==> src/design/i2r_pkg.sv <==
// Shared types, token kind codes and precedence table of the infix to RPN converter.
// No dependencies; imported by every module of the block.
`default_nettype none

package i2r_pkg;

  localparam int unsigned STACK_DEPTH_DEF = 32;
  localparam int unsigned HANDLE_BITS     = 16;

  // Token kinds
  localparam logic [3:0] KIND_OPERAND   = 4'd0;
  localparam logic [3:0] KIND_SEPARATOR = 4'd1;
  localparam logic [3:0] KIND_ASSIGN    = 4'd2;
  localparam logic [3:0] KIND_OR        = 4'd3;
  localparam logic [3:0] KIND_AND       = 4'd4;
  localparam logic [3:0] KIND_XOR       = 4'd5;
  localparam logic [3:0] KIND_ADD       = 4'd6;
  localparam logic [3:0] KIND_SUB       = 4'd7;
  localparam logic [3:0] KIND_MUL       = 4'd8;
  localparam logic [3:0] KIND_DIV       = 4'd9;
  localparam logic [3:0] KIND_MOD       = 4'd10;
  localparam logic [3:0] KIND_OPEN      = 4'd11;
  localparam logic [3:0] KIND_FUNC      = 4'd12;
  localparam logic [3:0] KIND_CLOSE     = 4'd13;
  localparam logic [3:0] KIND_OTHER     = 4'd14;

  // Error codes
  localparam logic [1:0] ERR_NONE     = 2'd0;
  localparam logic [1:0] ERR_PAREN    = 2'd1;
  localparam logic [1:0] ERR_SYMBOL   = 2'd2;
  localparam logic [1:0] ERR_OVERFLOW = 2'd3;

  typedef struct packed {
    logic [3:0]             cmd;
    logic [HANDLE_BITS-1:0] token_handle;
    logic                   last_token;
  } in_item_t;

  typedef struct packed {
    logic [3:0]             out_kind;
    logic [HANDLE_BITS-1:0] out_handle;
    logic                   run_last;
    logic                   expr_done;
    logic [1:0]             error_code;
  } out_item_t;

  // One operator stack entry
  typedef struct packed {
    logic [3:0]             kind;
    logic [HANDLE_BITS-1:0] handle;
  } entry_t;

  typedef enum logic [1:0] {
    CELL_HOLD,
    CELL_PUSH,
    CELL_POP
  } cell_op_e;

  typedef struct packed {
    logic push;
    logic pop;
    logic clear;
  } stack_ctrl_t;

  typedef struct packed {
    logic empty;
    logic full;
  } stack_stat_t;

  // Operator precedence; parentheses and functions rank lowest
  function automatic logic [2:0] prec_of(input logic [3:0] kind);
    logic [2:0] p;
    unique case (kind)
      KIND_ASSIGN:                  p = 3'd1;
      KIND_OR:                      p = 3'd2;
      KIND_AND:                     p = 3'd3;
      KIND_XOR:                     p = 3'd4;
      KIND_ADD, KIND_SUB:           p = 3'd5;
      KIND_MUL, KIND_DIV, KIND_MOD: p = 3'd6;
      default:                      p = 3'd0;
    endcase
    return p;
  endfunction

endpackage

`default_nettype wire

==> src/design/i2r_cell.sv <==
// One operator stack cell: holds one entry, loads from the upper or lower neighbor.
// Depends on i2r_pkg.
`default_nettype none

module i2r_cell
  import i2r_pkg::*;
(
  input  wire logic     clk_i,
  input  wire cell_op_e op_i,
  input  wire entry_t   upper_i,
  input  wire entry_t   lower_i,
  output      entry_t   entry_o
);

  entry_t entry_q;

  // Push shifts entries down, pop shifts them up
  always_ff @(posedge clk_i) begin
    unique case (op_i)
      CELL_PUSH: entry_q <= upper_i;
      CELL_POP:  entry_q <= lower_i;
      default:   entry_q <= entry_q;
    endcase
  end

  assign entry_o = entry_q;

endmodule

`default_nettype wire

==> src/design/i2r_stack.sv <==
// Operator stack built as a chain of cells with the top in cell 0, plus a fill count.
// Depends on i2r_pkg and i2r_cell.
`default_nettype none

module i2r_stack
  import i2r_pkg::*;
#(
  parameter int unsigned STACK_DEPTH = STACK_DEPTH_DEF
) (
  input  wire logic        clk_i,
  input  wire logic        rst_ni,
  input  wire stack_ctrl_t ctrl_i,
  input  wire entry_t      push_data_i,
  output      entry_t      top_o,
  output      stack_stat_t stat_o
);

  localparam int unsigned CntW = $clog2(STACK_DEPTH + 1);

  logic [CntW-1:0] count_q, count_d;
  cell_op_e        cell_op;
  entry_t          cell_data [STACK_DEPTH];

  always_comb begin
    priority if (ctrl_i.push) begin
      cell_op = CELL_PUSH;
    end else if (ctrl_i.pop) begin
      cell_op = CELL_POP;
    end else begin
      cell_op = CELL_HOLD;
    end
  end

  for (genvar i = 0; i < STACK_DEPTH; i++) begin : g_cell
    entry_t upper, lower;
    if (i == 0) begin : g_top
      assign upper = push_data_i;
    end else begin : g_mid
      assign upper = cell_data[i-1];
    end
    if (i == STACK_DEPTH - 1) begin : g_bottom
      assign lower = '0;
    end else begin : g_body
      assign lower = cell_data[i+1];
    end
    i2r_cell u_cell (
      .clk_i   (clk_i),
      .op_i    (cell_op),
      .upper_i (upper),
      .lower_i (lower),
      .entry_o (cell_data[i])
    );
  end

  always_comb begin
    priority if (ctrl_i.clear) begin
      count_d = '0;
    end else if (ctrl_i.push) begin
      count_d = count_q + CntW'(1);
    end else if (ctrl_i.pop) begin
      count_d = count_q - CntW'(1);
    end else begin
      count_d = count_q;
    end
  end

  always_ff @(posedge clk_i or negedge rst_ni) begin
    if (!rst_ni) begin
      count_q <= '0;
    end else begin
      count_q <= count_d;
    end
  end

  assign top_o        = cell_data[0];
  assign stat_o.empty = (count_q == '0);
  assign stat_o.full  = (count_q == CntW'(STACK_DEPTH));

endmodule

`default_nettype wire

==> src/design/infix_to_rpn_converter_core.sv <==
// Infix to reverse Polish token converter (shunting yard) with a cell-chain operator stack.
// Depends on i2r_pkg and i2r_stack.
//
// Usage:
//   in channel  : one infix token per item (kind, handle, last-of-expression flag).
//   out channel : tokens in reverse Polish order; run_last marks the final result of
//                 an input item, expr_done the end (or abort) of an expression.
//   Sequencing  : an item is taken in ST_IDLE or ST_FINISH and worked on in ST_MAIN (and
//                 ST_FUNC after a dropped open parenthesis), which pops or drops stack
//                 entries one at a time; an item marked last then passes ST_FLUSH, and the
//                 item is finalized in ST_FINISH, which also takes the next item. A state
//                 that finds an error queues the error result and goes straight to ST_FINISH.
//                 The stack moves by one entry per push or pop through the cell chain.
//   Output      : a result leaves through a one-entry holding register and then the output
//                 register; it moves on from the holding register when the next result is
//                 queued or when its item is finalized.
//   Errors      : give one error result; later items up to the one marked last are taken
//                 and dropped.
//   Reset       : empties the stack, clears the discard mode and the output; no clearing pass.
//   Stall       : while out_ready_i is low the held results wait; the block stops popping
//                 once both holding stages are full, and accepts the next item only after
//                 the current one is finalized.
`default_nettype none

module infix_to_rpn_converter_core
  import i2r_pkg::*;
#(
  parameter int unsigned STACK_DEPTH = STACK_DEPTH_DEF
) (
  input  wire logic      clk_i,
  input  wire logic      rst_ni,
  input  wire logic      in_valid_i,
  output      logic      in_ready_o,
  input  wire in_item_t  in_item_i,
  output      logic      out_valid_o,
  input  wire logic      out_ready_i,
  output      out_item_t out_item_o
);

  // Control states
  localparam logic [2:0] ST_IDLE   = 3'd0;
  localparam logic [2:0] ST_MAIN   = 3'd1;
  localparam logic [2:0] ST_FUNC   = 3'd2;
  localparam logic [2:0] ST_FLUSH  = 3'd3;
  localparam logic [2:0] ST_FINISH = 3'd4;

  logic [2:0]             state_q, state_d;
  logic [3:0]             kind_q, kind_d;
  logic [HANDLE_BITS-1:0] handle_q, handle_d;
  logic                   last_q, last_d;
  logic [1:0]             err_q, err_d;
  logic                   discard_q, discard_d;
  out_item_t              pend_q, pend_d;
  logic                   pend_v_q, pend_v_d;
  out_item_t              out_q, out_d;
  logic                   out_v_q, out_v_d;

  stack_ctrl_t stk_ctrl;
  stack_stat_t stk_stat;
  entry_t      top;
  entry_t      push_data;

  logic      out_free, emit_ok, fin_ok, accept;
  logic      emit_req;
  out_item_t emit_item;
  out_item_t pop_item;

  i2r_stack #(
    .STACK_DEPTH (STACK_DEPTH)
  ) u_stack (
    .clk_i       (clk_i),
    .rst_ni      (rst_ni),
    .ctrl_i      (stk_ctrl),
    .push_data_i (push_data),
    .top_o       (top),
    .stat_o      (stk_stat)
  );

  assign push_data = '{kind: kind_q, handle: handle_q};
  assign pop_item  = '{out_kind: top.kind, out_handle: top.handle, run_last: 1'b0,
                       expr_done: 1'b0, error_code: ERR_NONE};

  // The output register frees up this cycle if empty or being taken
  assign out_free = !out_v_q || out_ready_i;
  // A new result may enter the holding register
  assign emit_ok  = !pend_v_q || out_free;
  // Finalizing needs the output register only if something goes out
  assign fin_ok   = !(pend_v_q || last_q) || out_free;

  assign in_ready_o = (state_q == ST_IDLE) || ((state_q == ST_FINISH) && fin_ok);
  assign accept     = in_valid_i && in_ready_o;

  always_comb begin
    state_d   = state_q;
    kind_d    = kind_q;
    handle_d  = handle_q;
    last_d    = last_q;
    err_d     = err_q;
    discard_d = discard_q;
    pend_d    = pend_q;
    pend_v_d  = pend_v_q;
    out_d     = out_q;
    out_v_d   = out_v_q && !out_ready_i;
    stk_ctrl  = '0;
    emit_req  = 1'b0;
    emit_item = pop_item;

    unique case (state_q)
      ST_MAIN: begin
        priority if (kind_q == KIND_OPERAND) begin
          if (emit_ok) begin
            emit_req  = 1'b1;
            emit_item = '{out_kind: KIND_OPERAND, out_handle: handle_q, run_last: 1'b0,
                          expr_done: 1'b0, error_code: ERR_NONE};
            state_d   = last_q ? ST_FLUSH : ST_FINISH;
          end
        end else if (kind_q == KIND_SEPARATOR) begin
          // Pop down to the nearest open parenthesis, drop the separator
          if (!stk_stat.empty && top.kind != KIND_OPEN) begin
            if (emit_ok) begin
              emit_req     = 1'b1;
              stk_ctrl.pop = 1'b1;
            end
          end else begin
            state_d = last_q ? ST_FLUSH : ST_FINISH;
          end
        end else if (kind_q >= KIND_ASSIGN && kind_q <= KIND_MOD) begin
          priority if (!stk_stat.empty && prec_of(kind_q) <= prec_of(top.kind)) begin
            if (emit_ok) begin
              emit_req     = 1'b1;
              stk_ctrl.pop = 1'b1;
            end
          end else if (stk_stat.full) begin
            err_d = ERR_OVERFLOW;
          end else begin
            stk_ctrl.push = 1'b1;
            state_d       = last_q ? ST_FLUSH : ST_FINISH;
          end
        end else if (kind_q == KIND_OPEN || kind_q == KIND_FUNC) begin
          if (stk_stat.full) begin
            err_d = ERR_OVERFLOW;
          end else begin
            stk_ctrl.push = 1'b1;
            state_d       = last_q ? ST_FLUSH : ST_FINISH;
          end
        end else if (kind_q == KIND_CLOSE) begin
          priority if (!stk_stat.empty && top.kind != KIND_OPEN) begin
            if (emit_ok) begin
              emit_req     = 1'b1;
              stk_ctrl.pop = 1'b1;
            end
          end else if (stk_stat.empty) begin
            err_d = ERR_PAREN;
          end else begin
            // Drop the matching open parenthesis
            stk_ctrl.pop = 1'b1;
            state_d      = ST_FUNC;
          end
        end else begin
          err_d = ERR_SYMBOL;
        end
      end

      ST_FUNC: begin
        // Emit a function sitting right under the dropped parenthesis
        if (!stk_stat.empty && top.kind == KIND_FUNC) begin
          if (emit_ok) begin
            emit_req     = 1'b1;
            stk_ctrl.pop = 1'b1;
            state_d      = last_q ? ST_FLUSH : ST_FINISH;
          end
        end else begin
          state_d = last_q ? ST_FLUSH : ST_FINISH;
        end
      end

      ST_FLUSH: begin
        priority if (stk_stat.empty) begin
          state_d = ST_FINISH;
        end else if (top.kind == KIND_OPEN) begin
          // Unmatched open parenthesis: report its own handle
          err_d    = ERR_PAREN;
          handle_d = top.handle;
        end else if (emit_ok) begin
          emit_req     = 1'b1;
          stk_ctrl.pop = 1'b1;
        end
      end

      ST_FINISH: begin
        if (fin_ok) begin
          state_d = ST_IDLE;
          priority if (pend_v_q) begin
            out_d           = pend_q;
            out_d.run_last  = 1'b1;
            out_d.expr_done = last_q || (err_q != ERR_NONE);
            out_v_d         = 1'b1;
            pend_v_d        = 1'b0;
          end else if (last_q) begin
            // Empty end: emit an end marker
            out_d   = '{out_kind: KIND_OPEN, out_handle: '0, run_last: 1'b1,
                        expr_done: 1'b1, error_code: ERR_NONE};
            out_v_d = 1'b1;
          end else begin
            out_d = out_q;
          end
        end
      end

      default: begin
        state_d = ST_IDLE;
      end
    endcase

    // Error found this cycle: queue the error result, empty the stack
    if (err_d != ERR_NONE && err_q == ERR_NONE && state_q != ST_FINISH
        && state_q != ST_IDLE) begin
      if (emit_ok) begin
        emit_req       = 1'b1;
        emit_item      = '{out_kind: KIND_OPERAND, out_handle: handle_d, run_last: 1'b0,
                           expr_done: 1'b0, error_code: err_d};
        stk_ctrl.clear = 1'b1;
        discard_d      = !last_q;
        state_d        = ST_FINISH;
      end else begin
        // Hold until the holding register can take the error result
        err_d    = err_q;
        handle_d = handle_q;
      end
    end

    if (emit_req) begin
      if (pend_v_q) begin
        out_d   = pend_q;
        out_v_d = 1'b1;
      end
      pend_d   = emit_item;
      pend_v_d = 1'b1;
    end

    if (accept) begin
      if (discard_q) begin
        // Drop items of an aborted expression
        if (in_item_i.last_token) begin
          discard_d = 1'b0;
        end
        state_d = ST_IDLE;
      end else begin
        kind_d   = in_item_i.cmd;
        handle_d = in_item_i.token_handle;
        last_d   = in_item_i.last_token;
        err_d    = ERR_NONE;
        state_d  = ST_MAIN;
      end
    end
  end

  always_ff @(posedge clk_i or negedge rst_ni) begin
    if (!rst_ni) begin
      state_q   <= ST_IDLE;
      err_q     <= ERR_NONE;
      discard_q <= 1'b0;
      pend_v_q  <= 1'b0;
      out_v_q   <= 1'b0;
      last_q    <= 1'b0;
    end else begin
      state_q   <= state_d;
      err_q     <= err_d;
      discard_q <= discard_d;
      pend_v_q  <= pend_v_d;
      out_v_q   <= out_v_d;
      last_q    <= last_d;
    end
  end

  always_ff @(posedge clk_i) begin
    kind_q   <= kind_d;
    handle_q <= handle_d;
    pend_q   <= pend_d;
    out_q    <= out_d;
  end

  assign out_valid_o = out_v_q;
  assign out_item_o  = out_q;

endmodule

`default_nettype wire

==> config.mk <==
export PLATFORM = sky130hd
export DESIGN_NAME = infix_to_rpn_converter_core
export DESIGN_NICKNAME = d
export VERILOG_FILES = /design/src/design/i2r_pkg.sv /design/src/design/i2r_cell.sv /design/src/design/i2r_stack.sv /design/src/design/infix_to_rpn_converter_core.sv
export SDC_FILE = /design/constraint.sdc
export NUM_CORES = 1
export LEC_CHECK = 0
export BUFFER_PORTS_ARGS = -buffer_cell sky130_fd_sc_hd__buf_2
export CELL_PAD_IN_SITES_DETAIL_PLACEMENT = 2
export CELL_PAD_IN_SITES_GLOBAL_PLACEMENT = 2
export CORE_MARGIN = 2
export CORE_UTILIZATION = 50
export CTS_BUF_LIST = sky130_fd_sc_hd__clkbuf_8
export DETAILED_ROUTE_END_ITERATION = 8
export PLACE_DENSITY = 0.9
export SYNTH_ARGS = -nofsm -noshare
export SYNTH_HDL_FRONTEND = slang
export SYNTH_HIERARCHICAL = 1
export SYNTH_SLANG_ARGS = --single-unit
==> constraint.sdc <==
create_clock -name clk_i -period 5.4 [get_ports clk_i]
set_clock_uncertainty 0.15 [all_clocks]
set_input_delay 1.08 -clock clk_i [delete_from_list [all_inputs] [get_ports clk_i]]
set_output_delay 1.08 -clock clk_i [all_outputs]
set_load 0.03 [all_outputs]
Word-level counts from Yosys, hierarchy flattened
Memories as Yosys holds them, arrays and structs flattened. A register that Yosys moved wholly into a read port is not among the register bits.
Cells that the tools add are included.
{ "word_totals": {"elab_cells": 285, "input_bits": 25, "mem_bits_ro": 96, "memories": 2, "register_bits": 723, "output_inout_bits": 26} }
{ "op_classes": {"addsub": 2, "n_bitwise": 1, "mux": 143, "eq_ne": 15, "order_cmp": 3, "reduce_logical": 36} }
{ "mem_list": {"columns": ["name", "depth", "word_bits", "read_ports", "rd_clocked_by_memory_dff", "wr", "line_no", "source"], "rows": [
  ["(no name shown)", 16, 3, 1, 1, 0, "i2r_pkg.sv:73", "unique case (kind)"],
  ["(no name shown)", 16, 3, 1, 1, 0, "i2r_pkg.sv:73", null]
]} }
{ "op_table": {"columns": ["operator", "n"], "rows": [
  ["$pmux W20 S2", 32],
  ["$mux W24", 11],
  ["$mux W16", 7],
  ["$mux W3", 26],
  ["$mux W1", 39],
  ["$mux W2", 19],
  ["$eq A4 B4 Y1 const B", 5],
  ["$mux W6", 3],
  ["$pmux W3 S4", 1],
  ["$logic_and A1 B1 Y1", 10],
  ["$reduce_bool A2 Y1", 5],
  ["$mux W4", 2],
  ["$logic_or A1 B1 Y1", 7],
  ["$add A6 B1 Y6 const B", 1],
  ["$eq A3 B2 Y1 const B", 2],
  ["$eq A6 B6 Y1 const B", 1],
  ["$logic_not A1 Y1", 6],
  ["$logic_not A6 Y1", 1],
  ["$pmux W1 S3", 2],
  ["$reduce_bool A3 Y1", 2],
  ["$sub A6 B1 Y6 const B", 1],
  ["$eq A4 B1 Y1 const B", 1],
  ["$ge A4 B2 Y1 const B", 1],
  ["$le A4 B4 Y1 const B", 1],
  ["13 further kinds", 14]
]} }

Longest topological paths before layout
Gate-level depths: netlist of run 1.
{ "depth": {"ltp_word": 21, "ltp_mapped": 16, "depth_no_buf": 15} }

Hierarchy
Netlist of run 1, hierarchy kept.
{ "modules_own_cells": {"columns": ["mod", "seq_area_each_um2", "instances", "area_per_inst_um2", "cells_each"], "rows": [
  ["i2r_cell", 600.6, 32, 943.4, 45],
  ["infix_to_rpn_converter_core", 1866.8, 1, 4319.1, 472],
  ["i2r_stack", 150.1, 1, 490.5, 55]
]} }

Least setup slack after synthesis of run 1
Ideal clock, no wire load.
{ "synth_timing": {"path_type": "reg2reg", "start": "reg u_stack.g_cell[0].u_cell.entry_q, in the netlist u_stack/g_cell[0].u_cell/entry_o[19]", "end": "reg u_stack.g_cell[0].u_cell.entry_q, in the netlist u_stack/g_cell[0].u_cell/entry_o[0], enable pin", "period_less_slack_ns": 4.894, "path_buffers": 1, "required_ns": 4.875, "path_stages_with_launch": 13, "path_slack_ns": 0.506, "t_arrival_ns": 4.369, "setup_ns": 0.375, "cell_sequence": "edfxtp_1 > clkbuf_2 > mux2_2 > o22a_1 > ha_1 > nand3_1 > a21oi_1 > nor2_1 > o21ai_0 > nor2_1 > and2b_1 > ha_1 > inv_1"} }
{ "synth_via": {"elab_chain_len": 13, "elab_cells_between_ends": 21, "classes_between": "5 x eq/ne; 13 x mux; 3 x reduce/logical"} }
{ "synth_lines": {"columns": ["item", "line_no", "source"], "rows": [
  ["start, declared", "i2r_cell.sv:15", "entry_t entry_q;"],
  ["start signal, assigned", "i2r_cell.sv:20", "CELL_PUSH: entry_q <= upper_i;"],
  ["start signal, assigned", "i2r_cell.sv:21", "CELL_POP: entry_q <= lower_i;"],
  ["start signal, assigned", "i2r_cell.sv:22", "default: entry_q <= entry_q;"],
  ["$ne A4 B4 Y1", "infix_to_rpn_converter_core.sv:119, infix_to_rpn_converter_core.sv:147", null],
  ["$logic_and A1 B1 Y1", "infix_to_rpn_converter_core.sv:119, infix_to_rpn_converter_core.sv:147", null],
  ["$mux W1", "infix_to_rpn_converter_core.sv:147", "priority if (!stk_stat.empty && top.kind != KIND_OPEN) begin"],
  ["$mux W1", "infix_to_rpn_converter_core.sv:146", "end else if (kind_q == KIND_CLOSE) begin"],
  ["$mux W1", "infix_to_rpn_converter_core.sv:139", "end else if (kind_q == KIND_OPEN || kind_q == KIND_FUNC) begin"],
  ["$mux W2", "infix_to_rpn_converter_core.sv:127", "end else if (kind_q >= KIND_ASSIGN && kind_q <= KIND_MOD) begin"],
  ["$mux W1", "infix_to_rpn_converter_core.sv:117", "end else if (kind_q == KIND_SEPARATOR) begin"],
  ["$mux W2", "infix_to_rpn_converter_core.sv:110", "priority if (kind_q == KIND_OPERAND) begin"],
  ["$pmux W1 S3 *", "infix_to_rpn_converter_core.sv:108", "unique case (state_q)"],
  ["$mux W2 *", "i2r_stack.sv:27", "end else if (ctrl_i.pop) begin"],
  ["$mux W2 *", "i2r_stack.sv:25", "priority if (ctrl_i.push) begin"],
  ["named net u_stack.cell_op[1]", "i2r_stack.sv:21", "cell_op_e cell_op;"],
  ["$eq A2 B2 Y1 / $eq A2 B1 Y1 (equally long branches)", "i2r_cell.sv:19", "unique case (op_i)"],
  ["$reduce_bool A2 Y1 (no line) *", null, null]
]} }
The timed path passes the listed nets; every way through them passes the cells marked *.
A chain may end at the register's enable or synchronous reset.

==> impl_metrics.py, run 1 <==
metrics = {
    "run_status": {
        "outcome": "complete, no violations",
    },
    "synthesis": {
        "synth_xor_area_share_pct": 0.02503,
        "synth.area.mux_share_pct": 28.83,
        "synth-simple-area-share_pct": 2.892,
        "async_flop_share_pct": 2.072,
        "synth_cells": 1967,
        "synth.distinct_cells": 69,
        "synth_common_cells": "edfxtp_1, mux2_4, inv_1",
        "synth_top_family_by_area": "multiplexers",
        "synth_edf_count": 666,
        "syn-cell-area_um2": 35000,
        "synth_seq_area_share_pct": 60.67,
        "synth_area_leaders": "edfxtp_1, mux2_4, dfxtp_1",
        "synth.most_common_cell": "edfxtp_1",
        "yosysWarnings": 6,
        "yosys.area.top_type": "edfxtp_1",
        "ys_ff_latch": 724,
        "syn_area_per_cell_um2": 17.79,
        "synth_compound_area_share_pct": 2.574,
        "synthAdderAreaFrac_pct": 1.451,
        "yosys.area.top_type_share_pct": 57.14,
        "ys.flop_type": "edfxtp_1",
    },
    "routing": {
        "num_vias": 19100,
        "drc": 0,
        "wl_per_cell_um": 35.91,
        "dr.pass1.iters": 5,
        "wl_um": 113800,
        "ant_nets": 0,
        "drt-initial-drc-count": 1870,
        "via_per_inst": 6.028,
    },
    "sta": {
        "finalCritPeriodShare_pct": 98.50,
        "setup_viol": 0,
        "worst_pin_slew_ns": 1.290,
        "drv_slew": 0,
        "hold_violations": 0,
        "rsz0062_at_grt": "no",
        "max_slew_margin_pct": 13.98,
        "setup-tns-final_ns": 0,
        "fmax_mhz": 188.0,
        "fin_crit_ns": 5.319,
        "setup_ws_ns": 0.08093,
        "holdWs_ns": 0.05544,
    },
    "place": {
        "dpl.hpwl_um": 68310,
        "portBuffers": 50,
        "placed_cells": 2931,
        "place.gp.congestion": 0.8195,
        "place_ws_ns": 0.1638,
    },
    "setup_path": {
        "critPathMaxFanout": 16,
        "worstSetupPathType": "flip-flop to flip-flop",
        "crit_required_ns": 5.81,
        "endpoint_kind": "flip-flop",
        "start_kind": "flip-flop",
        "critPathArrivalTime_ns": 5.73,
    },
    "hold_path": {
        "hold_class": "input pin to async pin",
    },
    "clock_network": {
        "clk_path_buf_depth": 3,
        "tritoncts": "done",
        "clk-insertion-delay-late_ns": 0.81,
        "cts_root_buf": "clkbuf_8",
        "htree_levels": 4,
        "holdBufCountCts": 0,
        "clkSinkCount": 724,
        "clkTransAtPathRegs_ns": 0.07,
        "cts_buffers": 130,
    },
    "die": {
        "die_area_um2": 72130,
        "start_util_pct": 50.24,
        "pin_count": 51,
        "die_w_um": 268.6,
        "die_y_um": 268.6,
        "core_um2": 69660,
        "rows": 97,
    },
    "run": {
        "drv_cap": 0,
    },
    "global_routing": {
        "groute.usage.overall_pct": 31.71,
        "antenna_found_initial": 2,
        "grt_pass1_wl_um": 162300,
        "grt_max_degree": 37,
        "grt_pass1_vias": 21020,
        "grt-ovfl-total": 0,
    },
    "layout": {
        "syn_to_final_growth_pct": 9.978,
        "drive_gt1_share_pct": 43.60,
        "nets": 2188,
        "fin_cells": 3168,
    },
}
==> stage by stage <==
step,util [%],instance area (um2)
floorplan,-,35070
finish,55.25,38490
global placement,51.70,36020
global route,55.25,38490
CTS,55.14,38420
detailed placement,51.70,36020
==> metal layers <==
metal / part of all wire [%] / wire (um) / GRT usage [%]
met5: 0.011 / 13 / 0
met4: 3.0 / 3425 / 10.15
met3: 4.4 / 4962 / 4.785
met2: 53 / 60860 / 57.82
met1: 39 / 44510 / 38.47
==> sequential cells by signal, indices dropped and copies added (netlist names), 2 cells and up, named ones only <==
| signal | count |
|---|---|
| pend_q | 22 |
| u_stack/count_q | 6 |
| handle_q | 16 |
| err_q | 2 |
| state_q | 3 |
| kind_q | 4 |
| out_item_o | 24 |
| u_stack/g_cell.u_cell/entry_o | 640 |
==> area by class of cell <==
cell class,instances,area [um2]
multi-input cells,1068,12610
inverters,99,454.2
clock inverters,100,514.2
clock buffers,136,1872
repair buffers,100,625.6
fillers,6012,31170
well taps,940,1176
flip-flops and latches,724,21240
diodes,1,2.502
==> logic make-up after synthesis <==
group,Yosys count
fa+ha+maj,40
mux,685
simple gates,197
other cells,1
flops,724
compound gates,125
buf+inv,194
xor+xnor,1
==> final timing paths <==
| kind | start | endpoint | slack (ns) | cells past startpoint |
|---|---|---|---|---|
| min in group clk_i | out_item_o[11]$_DFF_P_ | out_item_o[11]$_DFF_P_ | 0.33 | 2 |
| worst min-delay path | rst_ni | u_stack/count_q[0]$_DFFE_PN0P_ | 0.06 | 1 |
| max in group asynchronous | rst_ni | u_stack/count_q[4]$_DFFE_PN0P_ | 4.69 | 1 |
| worst max-delay path | u_stack/count_q[0]$_DFFE_PN0P_ | pend_q[9]$_DFFE_PN_ | 0.08 | 9 |
| worst max register to register | u_stack/count_q[0]$_DFFE_PN0P_ | pend_q[9]$_DFFE_PN_ | 0.08 | 9 |
| worst min register to register | out_item_o[11]$_DFF_P_ | out_item_o[11]$_DFF_P_ | 0.33 | 2 |
==> worst max-delay path: stages (launching register included) <==
cell	delay, ns
dfrtp_1	0.46
or4_1	0.63
nor3b_1	0.85
inv_1	0.28
or3_1	0.45
nor3_1	0.41
o21a_1	0.24
o211ai_1	0.13
a21oi_2	1.00
mux2_2	0.45
==> what timing repair did <==
item | in CTS | in global routing
pin swaps | 0 | 0
setup endpoints to repair | 33 | 413
setup buffers | 0 | 0
gates cloned | 0 | 0
gates resized for setup | 3 | 20
==> cell usage in the layout, fill, tap and decap left out, types with 16 or more instances in the layout <==
master      count
ha_1           39
nor3_1         17
clkinv_1       30
nor2_1         55
buf_2          50
conb_1         20
a21oi_1        26
mux2_4        640
o21a_1         18
clkbuf_8      136
mux2i_1        22
inv_1         115
o21ai_0        18
dfxtp_1        43
nand2_1        52
edfxtp_1      666
buf_4          50
clkinvlp_4     27
o31a_1         16
Power of run 1 is not shown: default switching activity piles up to over one toggle a cycle in this logic, so the estimate is an artifact.
==> run 2, diff against run 1 <==
--- a/config.mk
+++ b/config.mk
@@ -5,14 +5,15 @@
 export SDC_FILE = /design/constraint.sdc
 export NUM_CORES = 1
 export LEC_CHECK = 0
+export ABC_AREA = 1
 export BUFFER_PORTS_ARGS = -buffer_cell sky130_fd_sc_hd__buf_2
 export CELL_PAD_IN_SITES_DETAIL_PLACEMENT = 2
 export CELL_PAD_IN_SITES_GLOBAL_PLACEMENT = 2
 export CORE_MARGIN = 2
-export CORE_UTILIZATION = 50
+export CORE_UTILIZATION = 42
 export CTS_BUF_LIST = sky130_fd_sc_hd__clkbuf_8
 export DETAILED_ROUTE_END_ITERATION = 8
-export PLACE_DENSITY = 0.9
+export PLACE_DENSITY = 0.91
 export SYNTH_ARGS = -nofsm -noshare
 export SYNTH_HDL_FRONTEND = slang
 export SYNTH_HIERARCHICAL = 1
==> run 2 against run 1 <==
Sequential cell count unchanged. Core utilization decreased by 9.3 points. Critical path type unchanged. Setup slack improved by 0.24 ns. Final cell count increased by 53%. Clock-buffer cell count increased by 4. Highest routed layer is now met4. First-iteration DRC count increased by 30%.
==> impl_metrics.py, run 2 <==
metrics = {
    "run_status": {
        "outcome": "complete, no violations",
    },
    "setup_path": {
        "start_kind": "flip-flop",
        "max_stage_delay_ns": 0.66,
        "crit_chain": "nand2_1 > inv_1 > nor2_1 > mux2_2 > ha_1 > nand3_1 > nand2_1 > nand2_1 > nand2_1 > inv_1 > nand3_1 > and3_1 > o21bai_1 > inv_1 > nor2_4 > buf_12 > ha_1 > inv_1",
        "worstSetupPathType": "flip-flop to flip-flop",
        "critPathMaxFanout": 20,
        "ff2ff_setup_slack_ns": 0.32,
        "cpMaxStageDelayCell": "inv_1",
        "crit_required_ns": 5.65,
        "critPathArrivalTime_ns": 5.33,
        "endpoint_kind": "flip-flop",
    },
    "synthesis": {
        "ys.flop_type": "edfxtp_1",
        "yosys.area.top_type_share_pct": 59.18,
        "synth_area_leaders": "edfxtp_1, nand2_1, dfxtp_1",
        "synth_seq_area_share_pct": 62.84,
        "syn-cell-area_um2": 33790,
        "synth.distinct_cells": 47,
        "async_flop_share_pct": 2.072,
        "synth_cells": 3609,
        "yosysWarnings": 6,
        "yosys.area.top_type": "edfxtp_1",
        "ys_ff_latch": 724,
        "synth.most_common_cell": "nand2_1",
        "synth_edf_count": 666,
        "syn_area_per_cell_um2": 9.363,
        "synth_common_cells": "nand2_1, edfxtp_1, inv_1",
    },
    "clock_network": {
        "clk_path_buf_depth": 3,
        "clkTransAtPathRegs_ns": 0.07,
        "cts_buffers": 133,
        "holdBufCountCts": 0,
        "clk-insertion-delay-late_ns": 0.81,
        "post_cts_resize_count": 0,
        "htree_levels": 4,
        "post_cts_buffers": 0,
        "tritoncts": "done",
        "cts_root_buf": "clkbuf_8",
        "clkSinkCount": 724,
    },
    "global_routing": {
        "grt_pass1_vias": 30720,
        "grt-ovfl-total": 0,
        "grt_max_degree": 70,
        "groute.usage.overall_pct": 33.52,
        "antenna_found_initial": 1,
        "grt_pass1_wl_um": 206700,
    },
    "layout": {
        "final_common_cell": "nand2_1",
        "drive_gt1_share_pct": 8.988,
        "nets": 3766,
        "final_cell_mix": "nand2_1, edfxtp_1, inv_1",
        "syn_to_final_growth_pct": 8.935,
        "fin_cells": 4856,
        "fin_util_pct": 46.00,
        "largest_reg_flops": 640,
        "fill_cells": 8580,
    },
    "routing": {
        "num_vias": 27680,
        "drt-initial-drc-count": 2428,
        "dr.pass1.iters": 5,
        "drc": 0,
        "ant_nets": 0,
        "via_per_inst": 5.701,
        "wl_per_cell_um": 28.42,
        "wl_um": 138000,
    },
    "sta": {
        "setup_viol": 0,
        "setup-tns-final_ns": 0,
        "hold_violations": 0,
        "fmax_mhz": 197.0,
        "fin_crit_ns": 5.076,
        "finalCritPeriodShare_pct": 94.00,
        "rsz0062_at_grt": "no",
        "max_slew_margin_pct": 28.44,
        "drv_slew": 0,
        "worst_pin_slew_ns": 1.072,
    },
    "die": {
        "die_area_um2": 82740,
        "start_util_pct": 42.23,
        "rows": 104,
        "die_y_um": 287.7,
        "die_w_um": 287.7,
        "pin_count": 51,
        "core_um2": 80030,
    },
    "place": {
        "placed_cells": 4626,
        "place.gp.congestion": 0.8502,
        "dpl.hpwl_um": 85760,
        "portBuffers": 50,
    },
    "hold_path": {
        "hold_class": "input pin to async pin",
    },
    "run": {
        "drv_cap": 0,
    },
}
[run 2: cell types whose count changed after synthesis, sizes merged, moves of 16 or more]
cell   before   now
inv        99   203
mux2      663     1
mux2i      22     0
nand3       8    36
buf        74   145
o21ai      19   137
nand2      52  2179
nor2       56    40
o21a       18     0
o31a       16     0
[run 2: kinds of logic (layout without fill, tap and decap cells)]
group                      after synthesis  after routing  synth area share (%)
muxes                                    1              1               0.03332
adders and majority gates               40             40                 1.503
buffers and inverters                  367            533                 6.357
AOI/OAI and AO/OA                      200            200                 3.432
xor gates and xnor gates                 1              1               0.02592
and+or+nand+nor                       2275           2275                 25.80
other                                    1             22               0.01110
DFF                                    724            724                 62.84
[run 2: layer usage]
metal	share of wire [%]	routed length [um]	global-route usage, %
met3	5.1	7014	5.040
met4	5.6	7790	18.12
met1	38	52040	38.47
met5	0	0	0
met2	52	71190	60.01
[run 2: final cells by class]
class / instances / area, um2 / share of cell area [%]
antenna: 2 / 5.005 / 0.01360
inverter: 203 / 762.0 / 2.070
timing repair buffer: 102 / 665.6 / 1.808
clock inverter: 88 / 382.9 / 1.040
multi-input combinational: 2537 / 10510 / 28.54
clock buffer: 140 / 1927 / 5.234
sequential: 724 / 21240 / 57.69
tap: 1060 / 1326 / 3.603
[run 2: critical path: cells and delay by family, from the launching register on]
| family | cells | cell delay [ns] |
|---|---|---|
| AND/OR/NAND/NOR | 9 | 1.63 |
| flip-flops | 1 | 0.48 |
| multiplexers | 1 | 0.36 |
| buffers and inverters | 5 | 1.26 |
| adder cells (fa/ha/maj) | 2 | 0.56 |
| AO/OA/AOI/OAI | 1 | 0.19 |
[run 2: worst paths after layout]
kind,start,endpoint,cells after the start
setup reg to reg,u_stack/g_cell[0].u_cell/entry_o[17]$_DFFE_PP_,u_stack/g_cell[21].u_cell/entry_o[1]$_DFFE_PP_,18
min in group clk_i,in_item_i[11],handle_q[10]$_DFF_P_,3
hold reg to reg,u_stack/g_cell[31].u_cell/entry_o[8]$_DFFE_PP_,u_stack/g_cell[30].u_cell/entry_o[8]$_DFFE_PP_,2
max in group asynchronous,rst_ni,u_stack/count_q[1]$_DFFE_PN0P_,1
setup / recovery,u_stack/g_cell[0].u_cell/entry_o[17]$_DFFE_PP_,u_stack/g_cell[21].u_cell/entry_o[1]$_DFFE_PP_,18
hold / removal,rst_ni,state_q[2]$_DFF_PN0_,1
[run 2: through the flow]
step	instance area [um2]	setup slack [ns]	hold WS (ns)
finish	36810	0.3237	0.08859
detailed placement	34500	0.6588	0.3597
CTS	36810	0.4418	0.03149
floorplan	33870	0.1775	0.3290
global route	36810	0.1541	0.06690
global placement	34500	0.8589	0.3231
Power of run 2 is left out for the same reason.
